$ cat src/rtl/image_double_bilinear_macros.svh
// Assertion macros shared by the image doubler RTL.
`ifndef IMAGE_DOUBLE_BILINEAR_MACROS_SVH
`define IMAGE_DOUBLE_BILINEAR_MACROS_SVH

// Same-cycle implication, disabled during reset.
`define IBD_ASSERT_NOW(label, clk, rst, ante, cons, msg) \
   label: assert property (@(posedge clk) disable iff (rst) (ante) |-> (cons)) \
      else $error(msg);

// Next-cycle implication, disabled during reset.
`define IBD_ASSERT_NEXT(label, clk, rst, ante, cons, msg) \
   label: assert property (@(posedge clk) disable iff (rst) (ante) |=> (cons)) \
      else $error(msg);

`endif

$ cat src/rtl/ibd_pkg.sv
// Package with types, constants and glyph lookup for the image doubler.
`timescale 1ns / 1ps
package ibd_pkg;

   // Configuration register indexes
   localparam logic [1:0] CSR_IMAGE_WIDTH  = 2'd0;
   localparam logic [1:0] CSR_IMAGE_HEIGHT = 2'd1;
   localparam logic [1:0] CSR_GREY_LEVELS  = 2'd2;
   localparam int unsigned CSR_INDEX_W = 2;
   localparam int unsigned CSR_DATA_W  = 9;

   // Grey-level modes
   localparam logic [3:0] MODE_TWO   = 4'd2;
   localparam logic [3:0] MODE_THREE = 4'd3;
   localparam logic [3:0] MODE_FOUR  = 4'd4;

   // ASCII glyphs
   localparam logic [6:0] GLYPH_HASH  = 7'h23;
   localparam logic [6:0] GLYPH_COLON = 7'h3A;
   localparam logic [6:0] GLYPH_DOT   = 7'h2E;
   localparam logic [6:0] GLYPH_SPACE = 7'h20;
   localparam logic [6:0] GLYPH_NONE  = 7'h4E;

   // Result kinds, in emit order
   localparam logic [1:0] KIND_CENTRE     = 2'd0;
   localparam logic [1:0] KIND_VERTICAL   = 2'd1;
   localparam logic [1:0] KIND_HORIZONTAL = 2'd2;
   localparam logic [1:0] KIND_COPY       = 2'd3;
   localparam int unsigned NUM_KINDS = 4;

   // Work queue between front and back
   localparam int unsigned QUEUE_DEPTH = 4;
   localparam int unsigned QUEUE_PTR_W = $clog2(QUEUE_DEPTH);
   localparam int unsigned QUEUE_LVL_W = $clog2(QUEUE_DEPTH + 1);

   typedef struct packed {
      logic [8:0] image_width;
      logic [8:0] image_height;
      logic [3:0] grey_levels;
   } cfg_type;

   typedef struct packed {
      logic [7:0] src_pixel;
   } req_payload_type;

   typedef struct packed {
      logic [8:0] out_x;
      logic [8:0] out_y;
      logic [7:0] out_value;
      logic [6:0] glyph;
      logic       last_of_item;
      logic       image_end;
   } rsp_payload_type;

   typedef struct packed {
      logic [NUM_KINDS-1:0]                   present;
      rsp_payload_type [NUM_KINDS-1:0]        res;
   } work_type;

   typedef struct packed {
      logic                   not_empty;
      logic [QUEUE_LVL_W-1:0] level;
   } queue_status_type;

   // Glyph for a value; in_range is set when the value is below four.
   function automatic logic [6:0] glyph_of(input logic in_range, input logic [1:0] v,
                                           input logic [3:0] mode);
      logic [6:0] g;
      g = GLYPH_NONE;
      if (in_range) begin
         unique case (mode)
            MODE_TWO: begin
               if (v == 2'd0) g = GLYPH_HASH;
               else if (v == 2'd1) g = GLYPH_SPACE;
            end
            MODE_THREE: begin
               if (v == 2'd0) g = GLYPH_HASH;
               else if (v == 2'd1) g = GLYPH_DOT;
               else if (v == 2'd2) g = GLYPH_SPACE;
            end
            MODE_FOUR: begin
               unique case (v)
                  2'd0: g = GLYPH_HASH;
                  2'd1: g = GLYPH_COLON;
                  2'd2: g = GLYPH_DOT;
                  default: g = GLYPH_SPACE;
               endcase
            end
            default: g = GLYPH_NONE;
         endcase
      end
      return g;
   endfunction

endpackage

$ cat src/rtl/ibd_queue.sv
// Small work queue between the front and back ends.
`timescale 1ns / 1ps
`include "image_double_bilinear_macros.svh"
module ibd_queue (
   input  logic                       clock,
   input  logic                       reset,
   input  logic                       push,
   input  ibd_pkg::work_type          push_entry,
   input  logic                       pop,
   output ibd_pkg::work_type          head,
   output ibd_pkg::queue_status_type  status
);
   localparam int unsigned PW = ibd_pkg::QUEUE_PTR_W;
   localparam int unsigned LW = ibd_pkg::QUEUE_LVL_W;

   ibd_pkg::work_type slots [ibd_pkg::QUEUE_DEPTH];

   logic [PW-1:0] wr_ptr_ff, wr_ptr_in;
   logic [PW-1:0] rd_ptr_ff, rd_ptr_in;
   logic [LW-1:0] level_ff, level_in;

   always_ff @(posedge clock) begin
      if (push) slots[wr_ptr_ff] <= push_entry;
   end

   assign head = slots[rd_ptr_ff];
   assign status.not_empty = level_ff != '0;
   assign status.level     = level_ff;

   always_comb begin
      wr_ptr_in = push ? wr_ptr_ff + PW'(1) : wr_ptr_ff;
      rd_ptr_in = pop ? rd_ptr_ff + PW'(1) : rd_ptr_ff;
      level_in  = level_ff;
      if (push && !pop) level_in = level_ff + LW'(1);
      else if (pop && !push) level_in = level_ff - LW'(1);
   end

   always_ff @(posedge clock) begin
      if (reset) begin
         wr_ptr_ff <= '0;
         rd_ptr_ff <= '0;
         level_ff  <= '0;
      end else begin
         wr_ptr_ff <= wr_ptr_in;
         rd_ptr_ff <= rd_ptr_in;
         level_ff  <= level_in;
      end
   end

   `IBD_ASSERT_NOW(a_q_no_overflow, clock, reset, push, (level_ff != LW'(ibd_pkg::QUEUE_DEPTH)) || pop, "work queue overflow")
   `IBD_ASSERT_NOW(a_q_no_underflow, clock, reset, pop, level_ff != '0, "work queue underflow")

endmodule

$ cat config.mk
export PLATFORM = sky130hd
export DESIGN_NAME = ibd_queue
export DESIGN_NICKNAME = d
export VERILOG_FILES = /design/src/rtl/ibd_pkg.sv /design/src/rtl/ibd_queue.sv
export VERILOG_INCLUDE_DIRS = /design/src /design/src/rtl
export SDC_FILE = /design/constraint.sdc
export NUM_CORES = 1
export LEC_CHECK = 0
export BUFFER_PORTS_ARGS = -buffer_cell sky130_fd_sc_hd__clkbuf_2
export CAP_MARGIN = 20
export CORE_MARGIN = 10
export CORE_UTILIZATION = 57
export DETAILED_ROUTE_END_ITERATION = 6
export PLACE_DENSITY = 0.79
export SYNTH_ARGS = -nofsm -noshare
export SYNTH_HDL_FRONTEND = slang
export SYNTH_SLANG_ARGS = --single-unit
$ cat constraint.sdc
create_clock -name clock -period 5.7 [get_ports clock]
set_clock_uncertainty 0.05 [all_clocks]
set_input_delay 1.14 -clock clock [delete_from_list [all_inputs] [get_ports clock]]
set_output_delay 1.14 -clock clock [all_outputs]
set_load 0.05 [all_outputs]
==> results.md, run 1 <==
- HP Class: reg -> reg
- First-pass GRT wire length: between 60 and 70 mm
- Die width: 212.7 um
- Reg-to-Reg End: slots[0][135]
- CTS Buf Count: 56
- PD cells: a little under 400 nW/um^2
- Synth area leader: edfxtp_1
- Min-delay src: level_ff[2]
- Die area: about 45000 um^2
- Min Clock Period, post-route: just under 4000 ps
- Core footprint: roughly 37000 um^2
- Vias in the first global route: between 10000 and 15000
- Final #Nets: roughly 1300
- WP data arrival: 2750 ps
- Rel. slew slack: around 34%
- Setup slack after placement: ~2300 ps
- Vias per inst: between 5 and 6
- CP startpoint kind: flip-flop
- Die Span Y: around 210 um
- Max-Cap Viols: 0
- DRC viols: 0
- # placed instances: roughly 1500
- Util after Layout: 68.10%
- Number of DRC markers in iteration 0: roughly 870
- # fillers: 2226
- Worst-Margin Slew: 988.0 ps
- R2R setup slack: ~3300 ps
- Post-Syn Instances: ~800
- Sequential area share after synthesis: 82.57%
- Floorplan row count: 70
- Root Driver: clkbuf_16
- Area contributors post-synth: edfxtp_1, mux4_2, dfxtp_1
- Initial antenna violation count: 6
- Via count: between 9000 and 10000
- Reg2reg start: wr_ptr_ff[0]
- Ratio of cells with drive above 1 in the final layout: 45.14%
- Final period util: between 60% and 70%
- Hold Violations, Final: 0
- Starting Density: 57.82%
- Top cell type's share of synthesized area: approximately four fifths
- Setup Viol. Count Final: 0
- Placer Congestion: just under 0.7
- Clk slew on worst S/H paths: 60 ps
- Flip-flop and latch count after synthesis: 585
- CTS tree: done
- Port bufs: around 300
- RSZ-0062 raised after global routing: false
- R2r worst-path depth: 4
- Reg area: 17480 um^2
- Multi-input combinational cell area: roughly 3500 um^2
- Critical Path End: head[84]
- Detailed Route WL: between 40 and 50 mm
- Grt ovf: 0
- Sequence of cells on the critical path: buf_12, mux4_2, clkbuf_2
- Clk sinks: 585
- Status: completed
- Fin cells: ~1600
- Drt wl/cell: between 20 and 30 um
- H-tree Lvls: 2
- Worst Path Required: about 4500 ps
- Tot GR Track Use: a little under a fifth
- Hold buffer count at CTS: 0
- Worst hold slack: roughly 460 ps
- PostCTS Resize Cnt: 0
- Ports: 296
- First-pass iteration count of the detailed router: 4
- Largest net degree at the start of global routing: between 80 and 90
- Static Leak: roughly 0.0084 uW
- CTS max path bufs: 3
- Crit path max fanout: 41
- Crit end category: primary output
- Post-CTS setup buffers: 0
- Fin worst setup slack: 1758 ps
- Fin. max-slew vios: 0
- Synthesis Warnings: 0
- Later-pin clock latency in the skew report: 580 ps
- Hold depth: 2
- Fmax: 253.7 MHz
- Worst path slowest cell: dfxtp_4
- Yosys cell types: 20
- Area grow syn2layout: 17.79%
- Setup TNS: 0 ps
- Slowest Stage Delay on Critical Path: 860 ps
- Worst vdd ir: between 0.0002 and 0.0003 V
- Syn avg cell area: roughly 27 um^2
- Post-synthesis cell area: between 20000 and 25000 um^2
- Worst setup path class: reg -> out
- Post-DP HPWL: 25.13 mm
- ANT nets after route: 0
- Post-Syn Nets: between 900 and 1000
synth_stat cells:
| cell type | instances |
|---|---|
| edfxtp_1 | 576 |
| mux4_2 | 144 |
| fa_1 | 1 |
| buf_6 | 8 |
| inv_1 | 4 |
| mux2i_1 | 2 |
| clkbuf_1 | 6 |
| ha_1 | 5 |
| buf_2 | 16 |
| and2_1 | 4 |
| o21ai_0 | 1 |
| nand2_1 | 1 |
| or3_1 | 2 |
| buf_1 | 2 |
| xor2_1 | 3 |
| xnor2_1 | 2 |
| nor2_1 | 7 |
| buf_4 | 1 |
| dfxtp_1 | 9 |
| a21oi_1 | 1 |
worst min path at each step:
stage | end | slack, ps
2_1_floorplan | flip-flop | 430
3_3_place_gp | level_ff[2] | 440
3_5_place_dp | level_ff[2] | 450
4_1_cts | level_ff[2] | 460
5_1_grt | level_ff[2] | 480
6_report | level_ff[2] | 460
state kept, by name, summed over array words and instances (netlist names), named ones only:
signal	cells
slots	576
wr_ptr_ff	2
rd_ptr_ff	2
level_ff	3
critical path: cells and delay by family, from the launching register on:
family,cells,cell delay [ps]
buffers and inverters,2,660
DFF,1,860
muxes,1,600
layout by cell type (no fill, tap or decap), drive strengths merged, types with 2 or more instances in the layout:
master,instances
mux4,144
inv,6
edfxtp,576
and2,4
xnor2,2
xor2,3
buf,13
bufinv,3
clkbuf,371
ha,5
diode,4
clkinv,22
nor2,7
mux2i,2
or3,2
dfxtp,9
where the power goes:
part	leakage [uW]	internal, uW	switching, uW
clock network	0.000832	1970	1470
registers	0.00537	4950	77.7
logic	0.00223	397	979
per-stage QoR:
step	total power [uW]	instance area (um^2)
6_report	9837	24930
3_3_place_gp	6483	23210
5_1_grt	10180	24920
2_1_floorplan	6139	21170
4_1_cts	9947	24920
3_5_place_dp	6510	23210
metal layers:
metal	wire length [um]	track usage [%]
met5	35	0
met4	919	6.228
met3	3722	5.674
met2	20570	29.54
met1	16300	24.78
kinds of logic (layout without fill, tap and decap cells):
logic type	Yosys count	count (layout)	synth area share (%)
flip-flops	585	585	82.57
other	0	4	0
buffers and inverters	37	416	1.052
AO/OA/AOI/OAI	2	2	0.04724
AND/OR/NAND/NOR	14	14	0.3192
adder cells (fa/ha/maj)	6	6	0.3901
XOR/XNOR	5	5	0.2069
multiplexers	146	146	15.42
area by class of cell:
type / instances / area share (%)
clock inverter: 28 / 0.8532
antenna: 4 / 0.04015
sequential: 585 / 70.13
inverter: 4 / 0.06022
clock buffer: 76 / 6.007
timing repair buffer: 308 / 6.614
multi-input combinational: 173 / 13.95
tap: 468 / 2.349
No activity file was read; power rests on OpenSTA's default activity.
==> run 2: changes to the inputs <==
Settings changed: ABC_AREA from default to 1.
Clock period 5.7 ns to 4 ns, I/O delays scaled along.
==> run 2 against run 1 <==
  * Flip-flop and latch count stayed put
  * Clock power up 56%
  * Hold slack got worse by 120 ps
  * Sequential power is 41% higher
  * Clock-buffer cell count is 8 lower
  * Critical endpoint is now head[65]
==> results.md, run 2 <==
- Status: completed (unchanged)
- Grt ovf: 0 (unchanged)
- CTS Buf Count: 55 (was 56)
- CTS max path bufs: 3 (unchanged)
- Post-synth EDFFs: 576 (unchanged)
- Most used DFF post-synth: edfxtp_1 (unchanged)
- Max-Cap Viols: 0 (unchanged)
- Core footprint: 37670 um^2 (was 36610 um^2)
- Fin cells: 2292 (was 1646)
- Fin. max-slew vios: 0 (unchanged)
- WP data arrival: 2720 ps (was 2750 ps)
- Setup TNS: 0 ps (unchanged)
- Post-Syn Instances: 1450 (was 795)
- Clk slew on worst S/H paths: 60 ps (about the same)
- Worst Path Required: 3150 ps (was 4510 ps)
- # fillers: 2531 (was 2226)
- Detailed Route WL: 49.51 mm (was 41.55 mm)
- Synthesis Warnings: 0 (unchanged)
- Area contributors post-synth: edfxtp_1, o21ai_0, nor2_1 (was edfxtp_1, mux4_2, dfxtp_1)
- Most common library cell in the layout ignoring fill and taps: edfxtp_1 (unchanged)
- Final #Nets: 1886 (was 1282)
- Top cell type's share of synthesized area: 79.39% (was 81.72%)
- Worst vdd ir: 0.0004822 V (was 0.0002889 V)
- Most common library cells after synthesis: edfxtp_1, nor2_1, o21ai_0 (was edfxtp_1, mux4_2, buf_2)
- Root Driver: clkbuf_16 (unchanged)
- Post-CTS setup buffers: 0 (unchanged)
- Placer Congestion: 0.7500 (was 0.6947)
- R2r worst-path depth: 5 (was 4)
- HP Class: in -> reg (was reg -> reg)
- Ports: 296 (unchanged)
- Synth area leader: edfxtp_1 (unchanged)
- Min-delay src: reset (was level_ff[2])
- Tot GR Track Use: 20.61% (was 18.75%)
- Vias per inst: 5.736 (was 5.771)
- Ratio of cells with drive above 1 in the final layout: 23.07% (was 45.14%)
- Area grow syn2layout: 17.29% (was 17.79%)
- Yosys cell types: 23 (was 20)
- Number of DRC markers in iteration 0: 1201 (was 867)
- Hold buffer count at CTS: 0 (unchanged)
- Die width: 215.5 um (was 212.7 um)
- Hold depth: 2 (unchanged)
- Later-pin clock latency in the skew report: 600 ps (was 580 ps)
- Setup Viol. Count Final: 0 (unchanged)
- RSZ-0062 raised after global routing: false (unchanged)
- CTS tree: done (unchanged)
- Clk sinks: 585 (unchanged)
- Crit path max fanout: 102 (was 41)
- ANT nets after route: 0 (unchanged)
- Post-DP HPWL: 28.52 mm (was 25.13 mm)
- Worst hold slack: 337.4 ps (was 460.3 ps)
- DRC viols: 0 (unchanged)
- PostCTS Resize Cnt: 0 (unchanged)
- Final period util: between 80% and 90%
- Drt wl/cell: 21.60 um (was 25.24 um)
- H-tree Lvls: 2 (unchanged)
- Floorplan row count: 71 (was 70)
- Most frequent cells in the layout: edfxtp_1, nor2_1, clkbuf_2 (was edfxtp_1, clkbuf_2, mux4_2)
- CP startpoint kind: flip-flop (unchanged)
- Biggest register: slots (unchanged)
- Count leader, synth: edfxtp_1 (unchanged)
- Flip-flop and latch count after synthesis: 585 (unchanged)
- Static Leak: 0.008972 uW (was 0.008429 uW)
- Sequential area share after synthesis: 80.22% (was 82.57%)
- Largest net degree at the start of global routing: 187 (was 87)
- PD cells: 560.5 nW/um^2 (was 394.6 nW/um^2)
- Port bufs: 295 (unchanged)
- Die Span Y: 215.5 um (was 212.7 um)
- First-pass GRT wire length: 74.98 mm (was 63.35 mm)
- Max reg flops: 576 (unchanged)
- Rel. slew slack: 32.46% (was 34.13%)
- Fmax: ~280 MHz
- First-pass iteration count of the detailed router: 5 (was 4)
- Post-Syn Nets: 1604 (was 949)
- Syn avg cell area: 15.03 um^2 (was 26.62 um^2)
- Worst setup path class: reg -> out (unchanged)
- Top Registers: slots: 576 flops, level_ff: 3 flops (unchanged)
- Die area: 46440 um^2 (was 45240 um^2)
- Initial antenna violation count: 8 (was 6)
- # placed instances: 2186 (was 1538)
- Post-synthesis cell area: 21790 um^2 (was 21170 um^2)
- Min Clock Period, post-route: about 3600 ps
- Post-synth ARST share: 0% (unchanged)
- Hold Violations, Final: 0 (unchanged)
- Via count: 13150 (was 9499)
- Reg2reg start: wr_ptr_ff[0] (unchanged)
- Crit end category: primary output (unchanged)
- Starting Density: 57.84% (was 57.82%)
- Worst-Margin Slew: 1013 ps (was 988.0 ps)
- Vias in the first global route: 12770 (was 10190)
[run 2: path summary, 6_finish.rpt]
kind	endpoint	slack, ps
hold / removal	level_ff[0]	340
setup / recovery	head[65]	430
setup reg to reg	slots[2][65]	1690
hold reg to reg	flip-flop	380
[run 2: metrics by stage]
step / util (%) / cell area, um^2 / total power (uW) / setup WS, ps
floorplan: - / 21800 / 8535 / 546.0
global placement: 62.82 / 23660 / 9043 / 1150
detailed placement: 62.82 / 23660 / 9087 / 1081
CTS: 67.81 / 25540 / 14420 / 401.3
global route: 67.83 / 25550 / 14790 / 281.6
finish: 67.84 / 25550 / 14320 / 433.2
[run 2: layout make-up]
class / instances / area, um^2 / share of cell area (%)
diodes: 4 / 10.01 / 0.03917
clock buffers: 68 / 1498 / 5.861
clock inverters: 34 / 384.1 / 1.503
inverters: 17 / 88.84 / 0.3476
multi-input cells: 754 / 3630 / 14.20
flip-flops and latches: 585 / 17480 / 68.42
well taps: 511 / 639.4 / 2.502
repair buffers: 319 / 1819 / 7.119
[run 2: cells by family after synthesis]
group                      Yosys count  share of synthesized area [%]
DFF                                585                          80.22
AOI/OAI and AO/OA                  440                          10.93
and+or+nand+nor                    307                          5.306
buffers and inverters              111                          3.124
adders and majority gates            6                         0.3790
xor gates and xnor gates             1                        0.04021
[run 2: power by group]
group | internal (uW) | switching [uW]
registers | 7010 | 71.1
clock network | 3220 | 2150
logic | 390 | 1480
total | 10600 | 3700
[run 2: layer usage]
metal / share of wire, % / global-route usage, % / vias to the layer above / wire length, um
met4: 2.2 / 5.586 / 12 / 1086
met3: 9.6 / 7.189 / 74 / 4772
met5: 0.18 / 0 / - / 89
met2: 49 / 33.58 / 504 / 24430
met1: 39 / 25.86 / 6487 / 19140
li1: - / - / 6071 / -
[run 2: critical path, cell delays in order, from the launching register on]
cell and delay, ps:
dfxtp_4 390, buf_4 760, o21ai_0 290, o22ai_1 270
clkbuf_2 320
