<file path="src/rtl/image_double_bilinear_macros.svh">
// Assertion macros shared by the image doubler RTL.
`ifndef IMAGE_DOUBLE_BILINEAR_MACROS_SVH
`define IMAGE_DOUBLE_BILINEAR_MACROS_SVH

// Same-cycle implication, disabled during reset.
`define IBD_ASSERT_NOW(label, clk, rst, ante, cons, msg) \
   label: assert property (@(posedge clk) disable iff (rst) (ante) |-> (cons)) \
      else $error(msg);

// Next-cycle implication, disabled during reset.
`define IBD_ASSERT_NEXT(label, clk, rst, ante, cons, msg) \
   label: assert property (@(posedge clk) disable iff (rst) (ante) |=> (cons)) \
      else $error(msg);

`endif

</file>
<file path="src/rtl/ibd_pkg.sv">
// Package with types, constants and glyph lookup for the image doubler.
`timescale 1ns / 1ps
package ibd_pkg;

   // Configuration register indexes
   localparam logic [1:0] CSR_IMAGE_WIDTH  = 2'd0;
   localparam logic [1:0] CSR_IMAGE_HEIGHT = 2'd1;
   localparam logic [1:0] CSR_GREY_LEVELS  = 2'd2;
   localparam int unsigned CSR_INDEX_W = 2;
   localparam int unsigned CSR_DATA_W  = 9;

   // Grey-level modes
   localparam logic [3:0] MODE_TWO   = 4'd2;
   localparam logic [3:0] MODE_THREE = 4'd3;
   localparam logic [3:0] MODE_FOUR  = 4'd4;

   // ASCII glyphs
   localparam logic [6:0] GLYPH_HASH  = 7'h23;
   localparam logic [6:0] GLYPH_COLON = 7'h3A;
   localparam logic [6:0] GLYPH_DOT   = 7'h2E;
   localparam logic [6:0] GLYPH_SPACE = 7'h20;
   localparam logic [6:0] GLYPH_NONE  = 7'h4E;

   // Result kinds, in emit order
   localparam logic [1:0] KIND_CENTRE     = 2'd0;
   localparam logic [1:0] KIND_VERTICAL   = 2'd1;
   localparam logic [1:0] KIND_HORIZONTAL = 2'd2;
   localparam logic [1:0] KIND_COPY       = 2'd3;
   localparam int unsigned NUM_KINDS = 4;

   // Work queue between front and back
   localparam int unsigned QUEUE_DEPTH = 4;
   localparam int unsigned QUEUE_PTR_W = $clog2(QUEUE_DEPTH);
   localparam int unsigned QUEUE_LVL_W = $clog2(QUEUE_DEPTH + 1);

   typedef struct packed {
      logic [8:0] image_width;
      logic [8:0] image_height;
      logic [3:0] grey_levels;
   } cfg_type;

   typedef struct packed {
      logic [7:0] src_pixel;
   } req_payload_type;

   typedef struct packed {
      logic [8:0] out_x;
      logic [8:0] out_y;
      logic [7:0] out_value;
      logic [6:0] glyph;
      logic       last_of_item;
      logic       image_end;
   } rsp_payload_type;

   typedef struct packed {
      logic [NUM_KINDS-1:0]                   present;
      rsp_payload_type [NUM_KINDS-1:0]        res;
   } work_type;

   typedef struct packed {
      logic                   not_empty;
      logic [QUEUE_LVL_W-1:0] level;
   } queue_status_type;

   // Glyph for a value; in_range is set when the value is below four.
   function automatic logic [6:0] glyph_of(input logic in_range, input logic [1:0] v,
                                           input logic [3:0] mode);
      logic [6:0] g;
      g = GLYPH_NONE;
      if (in_range) begin
         unique case (mode)
            MODE_TWO: begin
               if (v == 2'd0) g = GLYPH_HASH;
               else if (v == 2'd1) g = GLYPH_SPACE;
            end
            MODE_THREE: begin
               if (v == 2'd0) g = GLYPH_HASH;
               else if (v == 2'd1) g = GLYPH_DOT;
               else if (v == 2'd2) g = GLYPH_SPACE;
            end
            MODE_FOUR: begin
               unique case (v)
                  2'd0: g = GLYPH_HASH;
                  2'd1: g = GLYPH_COLON;
                  2'd2: g = GLYPH_DOT;
                  default: g = GLYPH_SPACE;
               endcase
            end
            default: g = GLYPH_NONE;
         endcase
      end
      return g;
   endfunction

endpackage

</file>
<file path="src/rtl/ibd_stream_if.sv">
// Valid/ready stream interface carrying one payload per transaction.
`timescale 1ns / 1ps
interface ibd_stream_if #(parameter type payload_type = logic);
   logic        valid;
   logic        ready;
   payload_type payload;

   modport source (output valid, output payload, input ready);
   modport sink   (input valid, input payload, output ready);
endinterface

</file>
<file path="src/rtl/ibd_back.sv">
// Back end: walks the pending results of one item onto the output register.
`timescale 1ns / 1ps
`include "image_double_bilinear_macros.svh"
module ibd_back (
   input  logic                       clock,
   input  logic                       reset,
   input  ibd_pkg::work_type          head,
   input  ibd_pkg::queue_status_type  q_status,
   output logic                       q_pop,
   ibd_stream_if.source               rsp
);
   localparam int unsigned NK = ibd_pkg::NUM_KINDS;

   logic                     cur_valid_ff, cur_valid_in;
   logic [NK-1:0]            pend_ff, pend_in;
   ibd_pkg::work_type        work_ff, work_in;
   logic                     rsp_valid_ff, rsp_valid_in;
   ibd_pkg::rsp_payload_type rsp_data_ff, rsp_data_in;

   logic       out_free;
   logic       emit;
   logic       last_emit;
   logic [1:0] sel;

   assign out_free = !rsp_valid_ff || rsp.ready;
   assign emit     = cur_valid_ff && out_free;

   // Lowest pending kind goes first
   always_comb begin
      if (pend_ff[ibd_pkg::KIND_CENTRE])          sel = ibd_pkg::KIND_CENTRE;
      else if (pend_ff[ibd_pkg::KIND_VERTICAL])   sel = ibd_pkg::KIND_VERTICAL;
      else if (pend_ff[ibd_pkg::KIND_HORIZONTAL]) sel = ibd_pkg::KIND_HORIZONTAL;
      else                                        sel = ibd_pkg::KIND_COPY;
   end

   assign last_emit = emit && (sel == ibd_pkg::KIND_COPY);
   assign q_pop     = q_status.not_empty && (!cur_valid_ff || last_emit);

   always_comb begin
      cur_valid_in = cur_valid_ff;
      pend_in      = pend_ff;
      work_in      = work_ff;
      if (q_pop) begin
         cur_valid_in = 1'b1;
         pend_in      = head.present;
         work_in      = head;
      end else if (emit) begin
         pend_in = pend_ff & ~(NK'(1) << sel);
         if (last_emit) cur_valid_in = 1'b0;
      end
   end

   always_comb begin
      rsp_valid_in = rsp_valid_ff;
      rsp_data_in  = rsp_data_ff;
      if (emit) begin
         rsp_valid_in = 1'b1;
         rsp_data_in  = work_ff.res[sel];
      end else if (rsp.ready) begin
         rsp_valid_in = 1'b0;
      end
   end

   assign rsp.valid   = rsp_valid_ff;
   assign rsp.payload = rsp_data_ff;

   always_ff @(posedge clock) begin
      work_ff     <= work_in;
      rsp_data_ff <= rsp_data_in;
   end

   always_ff @(posedge clock) begin
      if (reset) begin
         cur_valid_ff <= 1'b0;
         pend_ff      <= '0;
         rsp_valid_ff <= 1'b0;
      end else begin
         cur_valid_ff <= cur_valid_in;
         pend_ff      <= pend_in;
         rsp_valid_ff <= rsp_valid_in;
      end
   end

   `IBD_ASSERT_NOW(a_back_copy_pending, clock, reset, cur_valid_ff, pend_ff[ibd_pkg::KIND_COPY], "active item lost its copy result")
   `IBD_ASSERT_NOW(a_back_pop_has_copy, clock, reset, q_pop, head.present[ibd_pkg::KIND_COPY], "queued item without copy result")

endmodule
</file>
<file path="src/flat_wrapper.sv">
// flat-port wrapper written by rule: the top's interface ports become plain ports
module ibd_back_flat 
  (clock, reset, head, q_status, q_pop, rsp_valid, rsp_payload, rsp_ready);
  ibd_stream_if rsp_i ();
  input  logic clock;
  input  logic reset;
  input  ibd_pkg::work_type head;
  input  ibd_pkg::queue_status_type q_status;
  output logic q_pop;
  output wire logic [$bits(rsp_i.valid)-1:0] rsp_valid;
  output wire logic [$bits(rsp_i.payload)-1:0] rsp_payload;
  input wire logic [$bits(rsp_i.ready)-1:0] rsp_ready;
  assign rsp_valid = rsp_i.valid;
  assign rsp_payload = rsp_i.payload;
  assign rsp_i.ready = rsp_ready;
  ibd_back u_core (.clock(clock), .reset(reset), .head(head), .q_status(q_status), .q_pop(q_pop), .rsp(rsp_i));
endmodule
</file>
<file path="config.mk">
export PLATFORM = sky130hd
export DESIGN_NAME = ibd_back_flat
export DESIGN_NICKNAME = d
export VERILOG_FILES = /design/src/rtl/ibd_pkg.sv /design/src/rtl/ibd_stream_if.sv /design/src/rtl/ibd_back.sv /design/src/flat_wrapper.sv
export VERILOG_INCLUDE_DIRS = /design/src /design/src/rtl
export SDC_FILE = /design/constraint.sdc
export NUM_CORES = 1
export LEC_CHECK = 0
export ABC_AREA = 1
export ABC_CLOCK_PERIOD_IN_PS = 4130
export BUFFER_PORTS_ARGS = -buffer_cell sky130_fd_sc_hd__buf_2
export CAP_MARGIN = 10
export CELL_PAD_IN_SITES_DETAIL_PLACEMENT = 1
export CELL_PAD_IN_SITES_GLOBAL_PLACEMENT = 1
export CORE_ASPECT_RATIO = 0.75
export CORE_MARGIN = 4
export CORE_UTILIZATION = 10
export CTS_BUF_LIST = sky130_fd_sc_hd__clkbuf_4 sky130_fd_sc_hd__clkbuf_8
export DETAILED_ROUTE_END_ITERATION = 8
export PLACE_DENSITY_LB_ADDON = 0.1
export SYNTH_ARGS = -nofsm -noshare
export SYNTH_HDL_FRONTEND = slang
export SYNTH_SLANG_ARGS = --single-unit
</file>
<file path="constraint.sdc">
create_clock -name clock -period 4.13 [get_ports clock]
set_clock_uncertainty 0.2 [all_clocks]
set_input_delay 0.2065 -clock clock [delete_from_list [all_inputs] [get_ports clock]]
set_output_delay 0.2065 -clock clock [all_outputs]
set_load 0.05 [all_outputs]
</file>
==> out/qor.txt, run 1 <==
Hold Path End: u_core.pend_ff[1]
chip height: 66.5 um
Starting Density: 0.108
vias in the first global route: 451
Setup Buffers After CTS: 0
Max Freq: 0.510 GHz
first-pass GRT wire length: 2.13 mm
WHS: 0.0889 ns
EDFF count, synth: 5
hold crit path type: primary input to flip-flop
area delta synth->final: 52.3%
period utilisation layout: 0.475
Critical Path End Type: output pin
CTS Buf Count: 3
Max FO, Critical Path: 7
Detail Route Antenna Nets: 0
total of fill cells in the finished design: 500
reg-to-reg slack, setup: 2.61 ns
largest net degree at the start of global routing: 8
die footprint: 5720 sq um
status: complete, no violations
final hold vios: 0
Net Switching: 0.0767 mW
Core Area: 4230 sq um
HPWL after detailed placement: 971 um
CTS tree: done
Post-synth ARST share: 0
routed wire length: 1.20 mm
largest area contributor in the netlist: edfxtp_1
clk_lat worst skew: 0.23 ns
CTS Hold Bufs: 5
drt pass-1 iters: 4
clk root buf: clkbuf_8
final worst path period need: 1.96 ns
Crit path required time: 3.72 ns
Int Power: 0.217 mW
Synth area leaders: edfxtp_1 (33%), dfxtp_1 (22%), inv_1 (9.0%), a21oi_1 (6.6%), nand3_1 (6.6%)
Worst Hold Depth: 5
hold path start: head[141]
overflow left after global routing: 0
number of diodes: 0
# nets final: 227
mapped cell area: 457 sq um
PostCTS Resize Cnt: 0
switching portion of total power: 0.261
leak pwr: 0.322 nW
Logic pwr share: 0.176
reg2reg end: u_core.work_ff[0]
Clk pwr share: 0.416
initial antenna violation count: 0
Slew Limit Fails: 0
Syn Area/Cell: 8.62 sq um
H-tree Lvls: 1
Clock Path Buffers: 2
Post-synth top cells: inv_1 (11), nand2_1 (7), nor2_1 (7), a21oi_1 (6), nand3_1 (6)
setup tns final: 0 ns
synth unique cells: 12
Startpoint Class: flip-flop
# setup viols final: 0
r2r startpoint: u_core.pend_ff[0]
drt initial violations: 14
DRC errors left: 0
syn nets: 204
Final GP Congestion: 0.670
register area share after synthesis: 0.548
Top FF cell, synth: edfxtp_1
most frequent cell after synthesis: inv_1
vias per inst: 3.22
CTS sink cnt: 10
Die Wd: 86.0 um
Slew HR: 0.801
WL per Instance: 9.26 um
# rows: 20
CP Class: flip-flop to output pin
Tot GR Track Use: 0.0507
Reg power frac: 0.408
post-synth top area share: 0.329
share of layout cells above drive strength 1: 0.293
DR vias: 418
Peak supply drop: 85.0 uV
Worst-path clk slew: 0.05 ns
yosys warns: 0
cells on worst reg2reg path: 5
CP Data Arrival Time: 1.55 ns
synthesis-stage register bit count: 10
# IOs: 154
worst slew pin tran: 0.299 ns
Max-Cap Viols: 0
I/O Buffers: 13
RSZ-0062 raised after global routing: false
Gate Count Post-Synth: 53
pwr/cell area: 422 nW/um^2
==> critical path, stage by stage, from the launching register on <==
cell and delay (ns):
dfxtp_1 0.34, nor2_2 0.21, nand3_2 0.12, nand2_4 0.12, nand2_4 0.06, inv_1 0.16, buf_2 0.30
==> layout make-up <==
| cell class | count | area (sq um) | share of cell area |
|---|---|---|---|
| multi-input combinational | 32 | 165 | 0.237 |
| timing repair buffer | 18 | 115 | 0.165 |
| tap | 55 | 68.8 | 0.0989 |
| inverter | 11 | 41.3 | 0.0594 |
| clock buffer | 4 | 55.1 | 0.0791 |
| sequential | 10 | 250 | 0.360 |
==> cell families after synthesis <==
group / synth area share
simple gates: 0.279
buf+inv: 0.0904
flops: 0.548
compound gates: 0.0822
==> metal layers <==
layer | share of wire | up-vias | global-route usage
met4 | 0.024 | 0 | 0.0415
met2 | 0.45 | 7 | 0.0712
met3 | 0.035 | 2 | 0.0185
li1 | - | 211 | -
met5 | 0 | - | 0
met1 | 0.49 | 198 | 0.0613
==> worst max-delay path by stage <==
stage	from	end	slack (ns)	cells past startpoint
after detailed placement	u_core.pend_ff[0]	q_pop	2.42	6
final	u_core.pend_ff[0]	q_pop	2.17	6
after global routing	u_core.pend_ff[0]	q_pop	2.06	6
after floorplan	u_core.rsp.valid	u_core.work_ff[0]	2.27	5
after CTS	u_core.pend_ff[0]	q_pop	2.15	6
after global placement	u_core.pend_ff[0]	q_pop	2.39	6
==> cell usage in the layout (no fill, tap or decap), drive strengths merged <==
cell and n:
nand2 10, nor2 8, o211ai 1, edfxtp 5, dfxtp 5, inv 11
clkbuf 4, dlygate4sd3 5, nand3 7, a21oi 6, buf 13
==> power groups by stage <==
stage	Sequential [mW]	Combinational, mW	Clock (mW)
floorplan	0.127	0.0284	0
global placement	0.122	0.0495	0
detailed placement	0.122	0.0491	0
CTS	0.120	0.0528	0.129
global route	0.121	0.0576	0.136
finish	0.120	0.0518	0.122
==> sequential cells by signal, summed over array words and instances, names as in the netlist <==
signal	flops
u_core.cur_valid_ff	1
u_core.pend_ff	3
u_core.rsp.payload	1
u_core.rsp.valid	1
u_core.work_ff	4
==> metrics by stage <==
stage / cell area, sq um / total power [mW] / cells / util / setup WS [ns]
3_3_place_gp: 591 / 0.172 / 121 / 0.140 / 2.39
2_1_floorplan: 457 / 0.155 / 53 / - / 2.27
5_1_grt: 696 / 0.315 / 130 / 0.164 / 2.06
6_report: 696 / 0.294 / 130 / 0.164 / 2.17
4_1_cts: 696 / 0.301 / 130 / 0.164 / 2.15
3_5_place_dp: 591 / 0.171 / 121 / 0.140 / 2.42
No activity file was read; power rests on OpenSTA's default activity.
==> run 2, diff against run 1 <==
ABC_CLOCK_PERIOD_IN_PS = 1800   (was 4130)
clock period = 1.8 ns   (was 4.13 ns; I/O delays follow)
==> out/qor.txt, run 2 (synthesized netlist as in run 1, its figures left out) <==
status: complete, no violations (unchanged)
vias per inst: 3.19 (was 3.22)
drt pass-1 iters: 4 (unchanged)
Peak supply drop: 276 uV (was 85.0 uV)
DRC errors left: 0 (unchanged)
cells on worst reg2reg path: 5 (unchanged)
CTS sink cnt: 10 (unchanged)
pwr/cell area: 893 nW/um^2 (was 422 nW/um^2)
leak pwr: 0.322 nW (about the same)
Die Wd: 86.0 um (unchanged)
Core Area: 4230 sq um (unchanged)
# setup viols final: 0 (unchanged)
Final GP Congestion: 0.652 (was 0.670)
hold crit path type: primary input to flip-flop (unchanged)
period utilisation layout: 0.925
final cell count without fillers: 132 (was 130)
drt initial violations: 13 (was 14)
H-tree Lvls: 1 (unchanged)
HPWL after detailed placement: 1.05 mm (was 971 um)
clk_lat worst skew: 0.23 ns (about the same)
r2r startpoint: u_core.pend_ff[0] (unchanged)
Hold Path End: u_core.pend_ff[0] (was u_core.pend_ff[1])
overflow left after global routing: 0 (unchanged)
WL per Instance: 9.48 um (was 9.26 um)
Detail Route Antenna Nets: 0 (unchanged)
reg2reg end: u_core.work_ff[70] (was u_core.work_ff[0])
routed wire length: 1.25 mm (was 1.20 mm)
final worst path period need: 1.66 ns
area delta synth->final: 57.3% (was 52.3%)
Slew Limit Fails: 0 (unchanged)
setup tns final: 0 ns (unchanged)
CP Data Arrival Time: 1.37 ns (was 1.55 ns)
max FFs per register: 4 (unchanged)
initial antenna violation count: 0 (unchanged)
largest net degree at the start of global routing: 8 (unchanged)
I/O Buffers: 13 (unchanged)
Top reg by flops: u_core.work_ff (unchanged)
# IOs: 154 (unchanged)
reg-to-reg slack, setup: 0.38 ns (was 2.61 ns)
RSZ-0062 raised after global routing: false (unchanged)
most frequent cells in the layout: buf_2 (12), inv_1 (10), nand2_1 (7), nor2_1 (7), dlygate4sd3_1 (7) (was buf_2 (13), inv_1 (11), nand2_1 (7), nor2_1 (7))
post-place setup slack: 0.259 ns (was 2.42 ns)
share of layout cells above drive strength 1: 0.299 (was 0.293)
Tot GR Track Use: 0.0541 (was 0.0507)
CTS tree: done (unchanged)
chip height: 66.5 um (unchanged)
Slew HR: 0.784 (was 0.801)
total of fill cells in the finished design: 496 (was 500)
WHS: 0.00202 ns (was 0.0889 ns)
Critical Path End Type: output pin (unchanged)
most common cell after layout, fill and taps aside: buf_2 (unchanged)
number of diodes: 0 (unchanged)
DR vias: 421 (was 418)
Clock Path Buffers: 2 (unchanged)
CP Class: flip-flop to output pin (unchanged)
Max-Cap Viols: 0 (unchanged)
Core Util, Final: 0.170 (was 0.164)
clk root buf: clkbuf_8 (unchanged)
die footprint: 5720 sq um (unchanged)
CTS Buf Count: 3 (unchanged)
Crit path required time: 1.51 ns (was 3.72 ns)
Max Freq: 0.601 GHz
vias in the first global route: 464 (was 451)
# nets final: 229 (was 227)
placed cells: 121 (unchanged)
Starting Density: 0.108 (unchanged)
first-pass GRT wire length: 2.24 mm (was 2.13 mm)
fin worst setup slack: 0.135 ns (was 2.17 ns)
hold path start: head[140] (was head[141])
Setup Buffers After CTS: 0 (unchanged)
Worst-path clk slew: 0.05 ns (about the same)
final hold vios: 0 (unchanged)
Startpoint Class: flip-flop (unchanged)
# rows: 20 (unchanged)
Regs by FF count: u_core.work_ff (4), u_core.pend_ff (3) (unchanged)
worst slew pin tran: 0.323 ns (was 0.299 ns)
Worst Hold Depth: 5 (unchanged)
Max FO, Critical Path: 7 (unchanged)
## run 2: cell count changes in the layout (fill, tap and decap cells not counted), sizes merged
cell	delta
clkbuf	-1
clkinv	+1
dlygate4sd3	+2
inv	-1
clkinvlp	+1
## run 2: through the flow
stage	power, mW	cell area (sq um)
final	0.641	718
after global routing	0.693	718
after CTS	0.657	713
after detailed placement	0.395	596
after global placement	0.396	596
after floorplan	0.358	462
## run 2: area by class of cell
class,instances,area (sq um),area share
sequential,10,251,0.350
multi-input combinational,32,170,0.237
timing repair buffer,20,138,0.192
tap,55,68.8,0.0958
inverter,11,45.0,0.0627
clock buffer,3,41.3,0.0575
clock inverter,1,3.75,0.00523
## run 2: what timing repair did
item	4_1_cts	5_1_grt
hold buffers	7	0
hold endpoints to repair	8	0
cloned	0	0
gates resized for setup	1	1
setup endpoints to repair	1	1
## run 2: per-layer routing
metal / track usage / vias to the layer above / routed length, um
li1: - / 215 / -
met1: 0.0716 / 191 / 633
met2: 0.0673 / 13 / 511
met3: 0.0260 / 2 / 71
met4: 0.0356 / 0 / 36
met5: 0 / - / 0
## run 2: where the power goes
part | total [mW] | leakage, nW | internal, mW | switching (mW)
clock | 0.239 | 0.0231 | 0.150 | 0.0895
sequential | 0.276 | 0.0900 | 0.262 | 0.0144
combinational | 0.126 | 0.209 | 0.0498 | 0.0757
## run 2: how the worst max path moves through the flow
stage,start,end,slack (ns),cells after the start
final,u_core.pend_ff[0],q_pop,0.14,6
after global routing,u_core.pend_ff[0],q_pop,0.007,6
after CTS,u_core.pend_ff[0],q_pop,0.06,6
after detailed placement,u_core.pend_ff[0],q_pop,0.26,6
after global placement,u_core.pend_ff[0],q_pop,0.25,6
after floorplan,u_core.rsp.valid,u_core.work_ff[0],0.12,5
## run 2: worst max-delay path: stages (launching register included)
cell	delay, ns
dfxtp_1	0.35
nor2_4	0.16
nand3_2	0.11
nand2_4	0.12
nand2_4	0.08
clkinvlp_4	0.12
buf_4	0.21
==> run 3, diff against run 2 <==
CORE_MARGIN = 3   (was 4)
CTS_CLUSTER_DIAMETER = 150   (was unset)
==> out/qor.txt, run 3 (synthesized netlist as in run 1, its figures left out) <==
pwr/cell area: 936 nW/um^2 (was 893 nW/um^2)
setup tns final: 0 ns (unchanged)
final worst path period need: 1.68 ns (was 1.66 ns)
I/O Buffers: 13 (unchanged)
number of diodes: 0 (unchanged)
Net Switching: 0.177 mW (was 0.180 mW)
# nets final: 229 (unchanged)
CP Data Arrival Time: 1.39 ns (was 1.37 ns)
Max Freq: 0.596 GHz (was 0.601 GHz)
Tot GR Track Use: 0.0501 (was 0.0541)
Starting Density: 0.108 (unchanged)
RSZ-0062 raised after global routing: false (unchanged)
DR vias: 424 (was 421)
drt initial violations: 9 (was 13)
Regs by FF count: u_core.work_ff (4), u_core.pend_ff (3) (unchanged)
chip height: 64.5 um (was 66.5 um)
Final GP Congestion: 0.622 (was 0.652)
area delta synth->final: 59.5% (was 57.3%)
worst slew pin tran: 0.334 ns (was 0.323 ns)
final hold vios: 1 (was 0)
initial antenna violation count: 0 (unchanged)
Clock Path Buffers: 2 (unchanged)
Core Area: 4230 sq um (unchanged)
largest net degree at the start of global routing: 8 (unchanged)
switching portion of total power: 0.260 (was 0.280)
drt pass-1 iters: 3 (was 4)
vias per inst: 3.21 (was 3.19)
Peak supply drop: 192 uV (was 276 uV)
final cell count without fillers: 132 (unchanged)
Logic pwr share: 0.186 (was 0.196)
Reg power frac: 0.406 (was 0.431)
Top reg by flops: u_core.work_ff (unchanged)
period utilisation layout: 0.933 (was 0.925)
failing checks: hold timing
# setup viols final: 0 (unchanged)
status: finished, violations left (was complete, no violations)
vias in the first global route: 443 (was 464)
hold crit path type: primary input to flip-flop (unchanged)
Crit path required time: 1.51 ns (about the same)
overflow left after global routing: 0 (unchanged)
H-tree Lvls: 1 (unchanged)
Detail Route Antenna Nets: 0 (unchanged)
Slew Limit Fails: 0 (unchanged)
routed wire length: 1.22 mm (was 1.25 mm)
CTS tree: done (unchanged)
leak pwr: 0.327 nW (was 0.322 nW)
die footprint: 5420 sq um (was 5720 sq um)
first-pass GRT wire length: 2.00 mm (was 2.24 mm)
clk_lat worst skew: 0.23 ns (about the same)
Setup Buffers After CTS: 0 (unchanged)
Die Wd: 84.0 um (was 86.0 um)
WL per Instance: 9.22 um (was 9.48 um)
max FFs per register: 4 (unchanged)
most frequent cells in the layout: buf_2 (12), inv_1 (10), nand2_1 (7), nor2_1 (7), dlygate4sd3_1 (7) (unchanged)
Startpoint Class: flip-flop (unchanged)
CTS sink cnt: 10 (unchanged)
share of layout cells above drive strength 1: 0.312 (was 0.299)
CTS Buf Count: 3 (unchanged)
most common cell after layout, fill and taps aside: buf_2 (unchanged)
clk root buf: clkbuf_8 (unchanged)
Critical Path End Type: output pin (unchanged)
Slew HR: 0.777 (was 0.784)
Max-Cap Viols: 0 (unchanged)
Clk pwr share: 0.408 (was 0.373)
CP Class: flip-flop to output pin (unchanged)
HPWL after detailed placement: 1.00 mm (was 1.05 mm)
WHS: -0.000781 ns (was 0.00202 ns)
Int Power: 0.504 mW (was 0.462 mW)
# IOs: 154 (unchanged)
DRC errors left: 0 (unchanged)
total of fill cells in the finished design: 504 (was 496)
# rows: 20 (unchanged)
placed cells: 121 (unchanged)
Max FO, Critical Path: 7 (unchanged)
Worst-path clk slew: 0.05 ns (about the same)
run 3: changes by cell type in the layout (fill, tap and decap cells not counted), sizes merged:
cell and change:
clkinv -1, clkbuf +1
run 3: critical path, stage by stage, from the launching register on:
cell and delay, ns:
dfxtp_1 0.35, nor2_4 0.16, nand3_2 0.11, nand2_4 0.12, nand2_4 0.08, clkinvlp_4 0.12
buf_4 0.21
run 3: path summary, 6_finish.rpt:
check / startpoint / slack [ns] / end / cells past startpoint
setup / recovery: u_core.pend_ff[0] / 0.12 / q_pop / 6
hold / removal: head[140] / -0.0008 / u_core.pend_ff[0] / 5
setup reg to reg: u_core.pend_ff[0] / 0.36 / u_core.work_ff[105] / 5
hold reg to reg: u_core.cur_valid_ff / 0.33 / u_core.rsp.valid / 2
run 3: power by group through the flow:
stage	Clock [mW]	Combinational [mW]	Sequential [mW]
after detailed placement	0	0.116	0.280
after global placement	0	0.115	0.281
after global routing	0.307	0.142	0.279
after floorplan	0	0.0670	0.291
final	0.278	0.127	0.277
after CTS	0.294	0.129	0.275
run 3: layer usage:
metal	wire, um	global-route usage	vias up	part of all wire
li1	-	-	215	-
met1	591	0.0571	199	0.49
met3	54	0.0229	2	0.044
met5	0	0	-	0
met2	542	0.0738	8	0.45
met4	29	0.0361	0	0.024
run 3: metrics by stage:
| step | util | instance area [sq um] | power, mW | worst slack (ns) |
|---|---|---|---|---|
| finish | 0.172 | 728 | 0.681 | 0.121 |
| global route | 0.172 | 728 | 0.727 | 0.0189 |
| CTS | 0.171 | 723 | 0.698 | 0.0552 |
| detailed placement | 0.141 | 596 | 0.395 | 0.248 |
| global placement | 0.141 | 596 | 0.396 | 0.248 |
| floorplan | - | 462 | 0.358 | 0.121 |
run 3: area by class of cell:
type	count	area, sq um	share of cell area
Clock buffer	4	55.1	0.0756
Inverter	11	45.0	0.0619
Multi-Input combinational cell	32	170	0.234
Sequential cell	10	251	0.345
Tap cell	55	68.8	0.0945
Timing Repair Buffer	20	138	0.189
run 3: what timing repair did:
item / CTS / global route
hold endpoints to repair: 8 / 0
resized for setup: 1 / 1
endpoints found under the setup margin: 1 / 1
hold buffers: 7 / 0
